`config.mk`:
```
export PLATFORM = sky130hd
export DESIGN_NAME = ipv4_longest_prefix_match
export DESIGN_NICKNAME = d
export VERILOG_FILES = /design/src/rtl/core/lpm_pkg.sv /design/src/rtl/core/lpm_table.sv /design/src/rtl/core/ipv4_longest_prefix_match.sv
export SDC_FILE = /design/constraint.sdc
export NUM_CORES = 2
export LEC_CHECK = 0
export BUFFER_PORTS_ARGS = -buffer_cell sky130_fd_sc_hd__buf_2
export CORE_MARGIN = 2
export CORE_UTILIZATION = 55
export CTS_BUF_LIST = sky130_fd_sc_hd__clkbuf_2
export DETAILED_ROUTE_END_ITERATION = 7
export GPL_TIMING_DRIVEN = 1
export HOLD_SLACK_MARGIN = 0.06
export PLACE_DENSITY = 0.71
export SKIP_CTS_REPAIR_TIMING = 1
export SLEW_MARGIN = 20
export SYNTH_ARGS = -nofsm -noshare
export SYNTH_HDL_FRONTEND = slang
export SYNTH_SLANG_ARGS = --single-unit
```
`constraint.sdc`:
```
create_clock -name clk -period 7.3 [get_ports clk]
set_input_delay 0.73 -clock clk [delete_from_list [all_inputs] [get_ports clk]]
set_output_delay 0.73 -clock clk [all_outputs]
set_load 0.05 [all_outputs]
```
`src/rtl/core/lpm_pkg.sv`:
```
// Shared types, sizes and helpers for the IPv4 longest prefix match engine.
package lpm_pkg;

  localparam int TABLE_ENTRIES = 32;
  localparam int IDX_W         = (TABLE_ENTRIES > 1) ? $clog2(TABLE_ENTRIES) : 1;
  localparam int ADDR_W        = 32;
  localparam int PORT_W        = 4;
  localparam int LEN_W         = 6;
  localparam int INDEX_W       = 5;

  localparam logic OP_WRITE  = 1'b0;
  localparam logic OP_LOOKUP = 1'b1;

  typedef struct packed {
    logic [ADDR_W-1:0] dest;
    logic [ADDR_W-1:0] mask;
    logic [ADDR_W-1:0] gateway;
    logic [PORT_W-1:0] port;
    logic [LEN_W-1:0]  plen;
  } route_t;

  typedef struct packed {
    logic             en;
    logic [IDX_W-1:0] idx;
    logic             valid;
  } tbl_wr_t;

  function automatic logic [LEN_W-1:0] ones_in(input logic [ADDR_W-1:0] v);
    logic [LEN_W-1:0] n;
    n = '0;
    for (int i = 0; i < ADDR_W; i++) begin
      n = n + LEN_W'(v[i]);
    end
    return n;
  endfunction

endpackage

```
`src/rtl/core/lpm_table.sv`:
```
// Route table: entry memory with registered read, plus per-slot valid flops.
module lpm_table
  import lpm_pkg::*;
(
  input  logic             clk,
  input  logic             rst,
  input  tbl_wr_t          wr_ctl,
  input  route_t           wr_route,
  input  logic [IDX_W-1:0] rd_idx,
  output route_t           rd_route,
  output logic             rd_valid
);

  route_t                   mem [TABLE_ENTRIES];
  logic [TABLE_ENTRIES-1:0] valid_bits;

  always_ff @(posedge clk) begin
    if (wr_ctl.en) begin
      mem[wr_ctl.idx] <= wr_route;
    end
    rd_route <= mem[rd_idx];
  end

  always_ff @(posedge clk) begin
    if (rst) begin
      valid_bits <= '0;
      rd_valid   <= 1'b0;
    end else begin
      if (wr_ctl.en) begin
        valid_bits[wr_ctl.idx] <= wr_ctl.valid;
      end
      rd_valid <= valid_bits[rd_idx];
    end
  end

endmodule

```
`src/rtl/core/ipv4_longest_prefix_match.sv`:
```
// IPv4 longest prefix match engine: sequencer, compare unit and result register.
// Lookup: scan, drain and finish states run from accept to result valid, one table slot
// compared per cycle through the single read port of the route memory.
// Write: accept, then memory write; no result beat.
// One beat at a time: a new request is taken only once the last one is through, and a lookup
// waits longer in its finish state while an earlier result beat waits for rsp_ready.
// Reset (rst, synchronous): all route slots invalid, no result pending.
module ipv4_longest_prefix_match
  import lpm_pkg::*;
(
  input  logic               clk,
  input  logic               rst,
  input  logic               req_valid,
  output logic               req_ready,
  input  logic               operation,
  input  logic [INDEX_W-1:0] entry_index,
  input  logic               entry_valid,
  input  logic [ADDR_W-1:0]  entry_dest,
  input  logic [ADDR_W-1:0]  entry_mask,
  input  logic [ADDR_W-1:0]  entry_gateway,
  input  logic [PORT_W-1:0]  entry_port,
  input  logic [ADDR_W-1:0]  lookup_address,
  output logic               rsp_valid,
  input  logic               rsp_ready,
  output logic               found,
  output logic [ADDR_W-1:0]  next_hop,
  output logic [PORT_W-1:0]  out_port,
  output logic [LEN_W-1:0]   prefix_length
);

  typedef enum logic [4:0] {
    ST_IDLE   = 5'b00001,
    ST_WRITE  = 5'b00010,
    ST_SCAN   = 5'b00100,
    ST_DRAIN  = 5'b01000,
    ST_FINISH = 5'b10000
  } state_t;

  state_t            state, state_next;
  logic              accept;
  logic              idx_ok;

  // captured beat
  logic [ADDR_W-1:0] addr;
  route_t            wr_route;
  logic [IDX_W-1:0]  wr_idx;
  logic              wr_vld;
  logic              wr_ok;

  logic [IDX_W-1:0]  idx;
  logic              cmp_en;
  tbl_wr_t           wr_ctl;
  route_t            rd_route;
  logic              rd_valid;

  logic              best_hit;
  logic [LEN_W-1:0]  best_len;
  logic [ADDR_W-1:0] best_gw;
  logic [PORT_W-1:0] best_port;
  logic              hit;
  logic              take;

  assign req_ready = (state == ST_IDLE);
  assign accept    = req_valid && req_ready;
  assign idx_ok    = (32'(entry_index) < 32'(TABLE_ENTRIES));

  always_comb begin
    state_next = state;
    unique case (state)
      ST_IDLE: begin
        if (accept) begin
          state_next = (operation == OP_LOOKUP) ? ST_SCAN : ST_WRITE;
        end
      end
      ST_WRITE:  state_next = ST_IDLE;
      ST_SCAN: begin
        if (idx == IDX_W'(TABLE_ENTRIES - 1)) begin
          state_next = ST_DRAIN;
        end
      end
      ST_DRAIN:  state_next = ST_FINISH;
      ST_FINISH: begin
        if (!rsp_valid || rsp_ready) begin
          state_next = ST_IDLE;
        end
      end
      default:   state_next = ST_IDLE;
    endcase
  end

  always_ff @(posedge clk) begin
    if (rst) begin
      state     <= ST_IDLE;
      cmp_en    <= 1'b0;
      rsp_valid <= 1'b0;
    end else begin
      state  <= state_next;
      cmp_en <= (state == ST_SCAN);
      if (state == ST_FINISH && (!rsp_valid || rsp_ready)) begin
        rsp_valid <= 1'b1;
      end else if (rsp_valid && rsp_ready) begin
        rsp_valid <= 1'b0;
      end
    end
  end

  // beat capture; prefix length is worked out once here so the scan only compares
  always_ff @(posedge clk) begin
    if (accept) begin
      addr             <= lookup_address;
      wr_route.dest    <= entry_dest;
      wr_route.mask    <= entry_mask;
      wr_route.gateway <= entry_gateway;
      wr_route.port    <= entry_port;
      wr_route.plen    <= ones_in(entry_mask);
      wr_idx           <= IDX_W'(entry_index);
      wr_vld           <= entry_valid;
      wr_ok            <= idx_ok;
    end
  end

  assign wr_ctl.en    = (state == ST_WRITE) && wr_ok;
  assign wr_ctl.idx   = wr_idx;
  assign wr_ctl.valid = wr_vld;

  always_ff @(posedge clk) begin
    if (state == ST_SCAN) begin
      idx <= idx + 1'b1;
    end else begin
      idx <= '0;
    end
  end

  lpm_table u_table (
    .clk      (clk),
    .rst      (rst),
    .wr_ctl   (wr_ctl),
    .wr_route (wr_route),
    .rd_idx   (idx),
    .rd_route (rd_route),
    .rd_valid (rd_valid)
  );

  // compare unit: one slot per cycle, strict greater keeps the lowest index on a tie
  assign hit  = cmp_en && rd_valid
                && (((addr ^ rd_route.dest) & rd_route.mask) == '0);
  assign take = hit && (!best_hit || (rd_route.plen > best_len));

  always_ff @(posedge clk) begin
    if (state == ST_IDLE) begin
      best_hit  <= 1'b0;
      best_len  <= '0;
      best_gw   <= '0;
      best_port <= '0;
    end else if (take) begin
      best_hit  <= 1'b1;
      best_len  <= rd_route.plen;
      best_gw   <= rd_route.gateway;
      best_port <= rd_route.port;
    end
  end

  always_ff @(posedge clk) begin
    if (state == ST_FINISH && (!rsp_valid || rsp_ready)) begin
      found         <= best_hit;
      next_hop      <= best_gw;
      out_port      <= best_port;
      prefix_length <= best_len;
    end
  end

endmodule

```
# Yosys cells after proc, flatten, opt, wreduce, memory -nomap -nowiden
# Memories as Yosys holds them, arrays and structs flattened. A register that Yosys moved wholly into a read port is not among the register bits.
# Cells that the tools add are included.
[totals]
reg_bits = 275
latch_bits = 0
ramBits = 3392
rom_bits = 0
memories = 1
[op_classes]
add_sub_neg = 32
multipliers = 0
div_mod_pow = 0
order_cmp = 4
eq_ne = 9
n_shift = 0
muxes = 14
n_bitwise = 2
reduce_logical = 14
[mem_list]
columns = ["memory", "words", "word_bits", "read_ports", "rd_clocked_by_memory_dff", "wr", "line_no", "rtl"]
rows = [
  ["u_table.mem", 32, 106, 1, 1, 1, "lpm_table.sv:14", "route_t mem [TABLE_ENTRIES];"],
]
[ops]
columns = ["op", "count"]
rows = [
  ["6-bit by 1-bit adder with 6-bit output", 26],
  ["32-bit AND", 1],
  ["32-bit bitwise mux", 1],
  ["32-bit zero test", 1],
  ["32-bit XOR", 1],
  ["5-bit case mux with 4 select lines", 1],
  ["5-bit two-way mux", 3],
  ["5-bit by 6-bit < comparator with 1-bit output (second input constant)", 2],
  ["5-bit == test (second input constant)", 2],
  ["1-bit logical AND", 7],
  ["5-bit by 1-bit adder with 6-bit output", 1],
  ["6-bit > comparator", 1],
  ["1-bit two-way mux", 6],
  ["4-bit by 1-bit adder with 5-bit output", 1],
  ["5-bit by 1-bit adder with 5-bit output (second input constant)", 1],
  ["1-bit binary-select mux with 5-bit select", 1],
  ["1-bit demux with 5-bit select", 1],
  ["5-bit by 1-bit == test with 1-bit output (second input constant)", 1],
  ["5-bit by 2-bit == test with 1-bit output (second input constant)", 1],
  ["5-bit by 3-bit == test with 1-bit output (second input constant)", 1],
  ["5-bit by 4-bit == test with 1-bit output (second input constant)", 1],
  ["5-bit by 1-bit >= comparator with 1-bit output (second input constant)", 1],
  ["3-bit by 1-bit adder with 4-bit output", 1],
  ["2-bit by 1-bit inequality test with 1-bit output (second input constant)", 2],
  ["8 further kinds", 10],
]

# Longest topological paths before layout
[logic_depth]
ltp_word = 31
depth_mapped = 15
depth_no_buf = 15

# Hierarchy
# Synthesis repeated with hierarchy kept, for this count alone.
[unflattened]
hier_cells = 5736
hier_area_um2 = 141017.7
[by_module_without_submodules]
columns = ["module", "n_inst", "cells_per_inst", "area_per_inst_um2"]
rows = [
  ["lpm_table", 1, 5129, 131785.1],
  ["ipv4_longest_prefix_match", 1, 607, 9232.6],
]

# Worst setup path after synthesis
# OpenSTA, ideal clock, no wires.
[synth_timing]
path_kind = "reg2reg"
start = "register state[2]"
end = "memory u_table.mem[0][0] (netlist bit) (enable)"
arrival_ps = 5985
required_time_ps = 6726
slack_ps = 741
path_stages_with_launch = 7
n_path_buf = 2
period_less_slack_ps = 6559
cell_sequence = "dfxtp_1 -> nor3_1 -> and3b_1 -> or3b_2 -> clkbuf_1 -> clkbuf_1 -> nor2_1"
[synth_via]
elab_chain_cells = 3
[synth_lines]
columns = ["element", "line_no", "rtl"]
rows = [
  ["start, declared", "ipv4_longest_prefix_match.sv:39", "state_t state, state_next;"],
  ["start signal, assigned", "ipv4_longest_prefix_match.sv:97", "state <= state_next;"],
  ["5-bit by 2-bit == test with 1-bit output", "ipv4_longest_prefix_match.sv:122", "assign wr_ctl.en = (state == ST_WRITE) && wr_ok;"],
  ["1-bit two-way mux", "lpm_table.sv:18", "if (wr_ctl.en) begin"],
  ["1-bit two-way mux (not written as such)", "lpm_table.sv:19", "mem[wr_ctl.idx] <= wr_route;"],
  ["end, declared", "lpm_table.sv:14", ""],
]
# Every way passes these cells.

# Worst setup path after layout
[layout_timing]
start = "input entry_mask[0]"
end = "register, netlist name wr_route[4]"
[layout_via]
elab_chain_cells = 31
[layout_lines]
columns = ["element", "line_no", "rtl"]
rows = [
  ["start, declared", "ipv4_longest_prefix_match.sv:19", "input logic [ADDR_W-1:0] entry_mask,"],
  ["1-bit by 1-bit adder with 2-bit output", "lpm_pkg.sv:32", "n = n + LEN_W'(v[i]);"],
  ["2-bit by 1-bit adder with 3-bit output", "lpm_pkg.sv:32", ""],
  ["3-bit by 1-bit adder with 4-bit output", "lpm_pkg.sv:32", ""],
  ["4-bit by 1-bit adder with 5-bit output", "lpm_pkg.sv:32", ""],
  ["5-bit by 1-bit adder with 6-bit output", "lpm_pkg.sv:32", ""],
  ["6-bit by 1-bit adder with 6-bit output (26 in series)", "lpm_pkg.sv:32", ""],
]
# Every way passes these cells.
# A chain may end at the register's enable or synchronous reset.

==> flow_metrics.py <==
metrics = {
    "cts": {
        "cts-root-buf": "clkbuf_2",
        "clk_transition_reported_paths_ns": 0.09,
        "tritoncts_num_sinks": 3773,
        "tritoncts_clock_tree": "done",
        "clk_latency_ns": 1.99,
        "max-clock-path-buffers": 4,
        "ctsHtreeMaxLevel": 6,
        "clock_buffer_count_from_cts": 876,
    },
    "synthesis": {
        "synth-edff-count": 3579,
        "netlist_area_um2": 141000,
        "synth_fp_nets": 5893,
        "synth_top_family_by_area": "multiplexers",
        "ys.warnings.count": 0,
        "ys_seq_elements": 3773,
        "post_synth_inst_count": 5711,
        "synth-compound-area-share_pct": 0.686,
        "synth.distinct_cells": 40,
        "synth.largest_area_cell": "edfxtp_1",
        "synth.yosys.seq_area_share_pct": 79.0,
        "synthSimpleGateAreaFrac_pct": 0.585,
        "synthMuxAreaShare_pct": 18.0,
        "yosysTopAreaCellShare_pct": 76.3,
        "synth_ff_type": "edfxtp_1",
        "yosys.area_share.adder_pct": 0.474,
        "synth_async_sr_flop_share_pct": 0,
        "xor_xnor_share_of_the_synthesized_area_pct": 0.236,
        "postSynthAreaPerCell_um2": 24.7,
        "synth.top_cells.by_area": "edfxtp_1, mux4_2, dfxtp_1, mux2_2, clkbuf_1",
    },
    "route": {
        "post_drt_wl_per_cell_um": 30.7,
        "route.antenna.remaining_nets": 0,
        "post-route-drc-count": 0,
        "route.final.wire_length_mm": 339,
        "detail_route.vias_per_cell": 6.18,
        "num_vias": 68200,
        "detailed_route_iter0_violations": 8779,
        "drtPass1Iterations": 5,
    },
    "job": {
        "timing.max_cap.violations": 0,
    },
    "critical_path": {
        "cp_delay_by_family_top": "adder cells",
        "cell_type_of_the_slowest_stage_on_the_worst_timing_path": "fa_1",
        "cpMostUsedCell": "fa_1",
        "timing_worst_setup_path_type": "input pin to flip-flop",
        "crit_chain": "dlygate4sd3_1 > dlygate4sd3_1 > buf_2 > inv_1 > fa_1 > inv_1 > fa_1 > fa_1 > fa_1 > fa_1 > inv_1 > fa_1 > inv_1 > ha_1 > fa_1 > a21o_1 > a21oi_1 > xnor2_1",
        "critical_path.startpoint_type": "input pin",
        "crit-reg2reg-launch": "state[3]",
        "crit_cells": 18,
        "r2r_slack_ns": 3.46,
        "worst_ep_arrival_time_ns": 6.57,
        "cp_num_buf_inv": 7,
        "crit_path_max_incr_delay_ns": 0.79,
        "cp_data_required_time_ns": 8.77,
        "path_max_fanout": 2,
        "reg2reg_depth": 5,
        "critical_path.reg2reg.endpoint": "u_table.mem[28][85]",
        "element_type_at_the_critical_path_end": "flip-flop",
    },
    "worst_hold_path": {
        "hold_end": "wr_route[35]",
        "min-delay-start": "entry_gateway[25]",
        "timing.hold.worst.class": "input pin to flip-flop",
        "worst_hold_path.num_cells": 3,
    },
    "sta": {
        "min_period_over_period_pct": 69.8,
        "slew_headroom_pct": 18.9,
        "actual_transition_at_the_worst_max_transition_pin_ns": 1.22,
        "skew_ns": 0.260,
        "unrepaired_setup_endpoints_after_global_routing": "no",
        "fin_worst_hold_slack_ns": 0.131,
        "maxClockFrequency_mhz": 196,
        "period_minus_slack_ns": 5.10,
        "final_hold_violating_endpoints": 0,
        "timing.final.setup_violations": 0,
        "totalNegativeSetupSlack_ns": 0,
        "slew_viol_final": 0,
    },
    "place": {
        "hpwl_mm": 167,
        "gp_congestion": 0.766,
        "io_buffer_count": 187,
        "place_area_um2": 147000,
        "placed_cells_incl_taps": 9097,
    },
    "power_and_ir_drop": {
        "max-vdd-ir-drop_mv": 0.218,
        "power.density_nw_per_um2": 276,
        "total_power_mw": 43.7,
        "power.leakage_nw": 49.8,
    },
    "run_status": {
        "run_status": "finished clean",
    },
    "layout": {
        "final_layout_size_suffix_gt1_share_pct": 38.6,
        "stdcell_count": 11100,
        "mostFrequentLayoutCells": "edfxtp_1, clkbuf_2, mux4_2, dlygate4sd3_1, clkinv_1",
        "final_net_count": 7136,
        "most_common_library_cell_in_the_layout_ignoring_fill_and_taps": "edfxtp_1",
        "fin_area_um2": 158000,
        "area_growth_pct": 12.4,
    },
    "grt": {
        "vias_in_the_first_global_route": 68300,
        "grt_start_max_net_pins": 142,
        "total_global_routing_track_utilization_pct": 25.9,
        "overflow_after_grt": 0,
        "grt_pass1_wl_mm": 478,
        "grt_antenna_before_repair": 16,
    },
    "floorplan": {
        "core_region_area_um2": 254000,
        "floorplan.initialDensity_pct": 55.4,
        "fp.dieH_um": 510,
        "floorplan.die_area_um2": 260000,
        "die_w_um": 510,
        "ios": 188,
        "num_rows": 185,
    },
}
## worst max-delay path by stage
| stage | to | slack, ns | startpoint |
|---|---|---|---|
| 6_report | wr_route[4] | 2.20 | entry_mask[0] |
| 5_1_grt | wr_route[4] | 2.16 | entry_mask[0] |
| 4_1_cts | req_ready | 2.58 | state[3] |
| 3_5_place_dp | wr_route[4] | 1.53 | entry_mask[0] |
| 3_3_place_gp | wr_route[4] | 1.47 | entry_mask[0] |
| 2_1_floorplan | u_table.mem[0][0] | 0.74 | state[2] |
## through the flow
step           util, %  setup WS (ns)
2_1_floorplan        -          0.741
6_report          62.3           2.20
3_3_place_gp      57.6           1.47
3_5_place_dp      57.6           1.53
5_1_grt           62.3           2.16
4_1_cts           60.8           2.58
## worst register-to-register path, cell delays in order, from the launching register on
cell	delay [ns]
dfxtp_1	0.36
nor3_1	0.25
and3b_1	0.30
or3b_2	0.77
nor2_4	0.73
buf_12	0.69
## power breakdown
group          internal, mW  switching, mW  total, mW
Combinational          1.55           1.98       3.54
Sequential             25.4           1.21       26.6
Clock                  5.36           8.17       13.5
## synth_stat cells (2+ instances only)
| library cell | number |
|---|---|
| mux4_2 | 1069 |
| mux2_2 | 106 |
| edfxtp_1 | 3579 |
| a21o_1 | 2 |
| buf_6 | 7 |
| clkbuf_1 | 178 |
| buf_1 | 27 |
| nor4_1 | 3 |
| xnor2_1 | 4 |
| o21a_1 | 3 |
| nor2_1 | 48 |
| or3_1 | 3 |
| inv_1 | 43 |
| dfxtp_1 | 194 |
| nand3_1 | 4 |
| fa_1 | 24 |
| nand3b_1 | 7 |
| buf_2 | 68 |
| buf_4 | 12 |
| mux2i_1 | 4 |
| a21oi_1 | 83 |
| nand4_1 | 45 |
| nor3_1 | 4 |
| or3b_2 | 2 |
| o21ai_0 | 75 |
| nor2b_1 | 2 |
| a22oi_1 | 15 |
| nand2_1 | 39 |
| ha_1 | 15 |
| and3_1 | 3 |
| xor2_1 | 34 |
## cell type report
class                      instances  area (um2)
clock inverter                   255        1450
sequential                      3773      111000
tap                             3366        4210
antenna                            9        22.5
fill                           17400       96000
clock buffer                    1344        6730
inverter                          44         165
multi-input combinational       1602       28400
timing repair buffer             657        6060
## state kept, by name (all words and copies together), names as in the netlist, 4 cells and up
name                flops
u_table.valid_bits     32
u_table.rd_route      106
next_hop               32
best_len                6
best_port               4
wr_idx                  5
prefix_length           6
best_gw                32
state                   5
idx                     5
out_port                4
wr_route              106
addr                   32
u_table.mem          3392
## routing by layer
metal	global-route usage (%)	share of wire (%)
met1	36.6	38
met2	41.7	50
met3	4.83	9.2
met4	8.21	2.3
met5	0	0.023
## cells by family after synthesis
family,after synthesis
muxes,1179
xor gates and xnor gates,38
and+or+nand+nor,165
DFF,3773
adders and majority gates,39
buffers and inverters,336
AOI/OAI and AO/OA,181
Power figures use the tool's default switching activity.
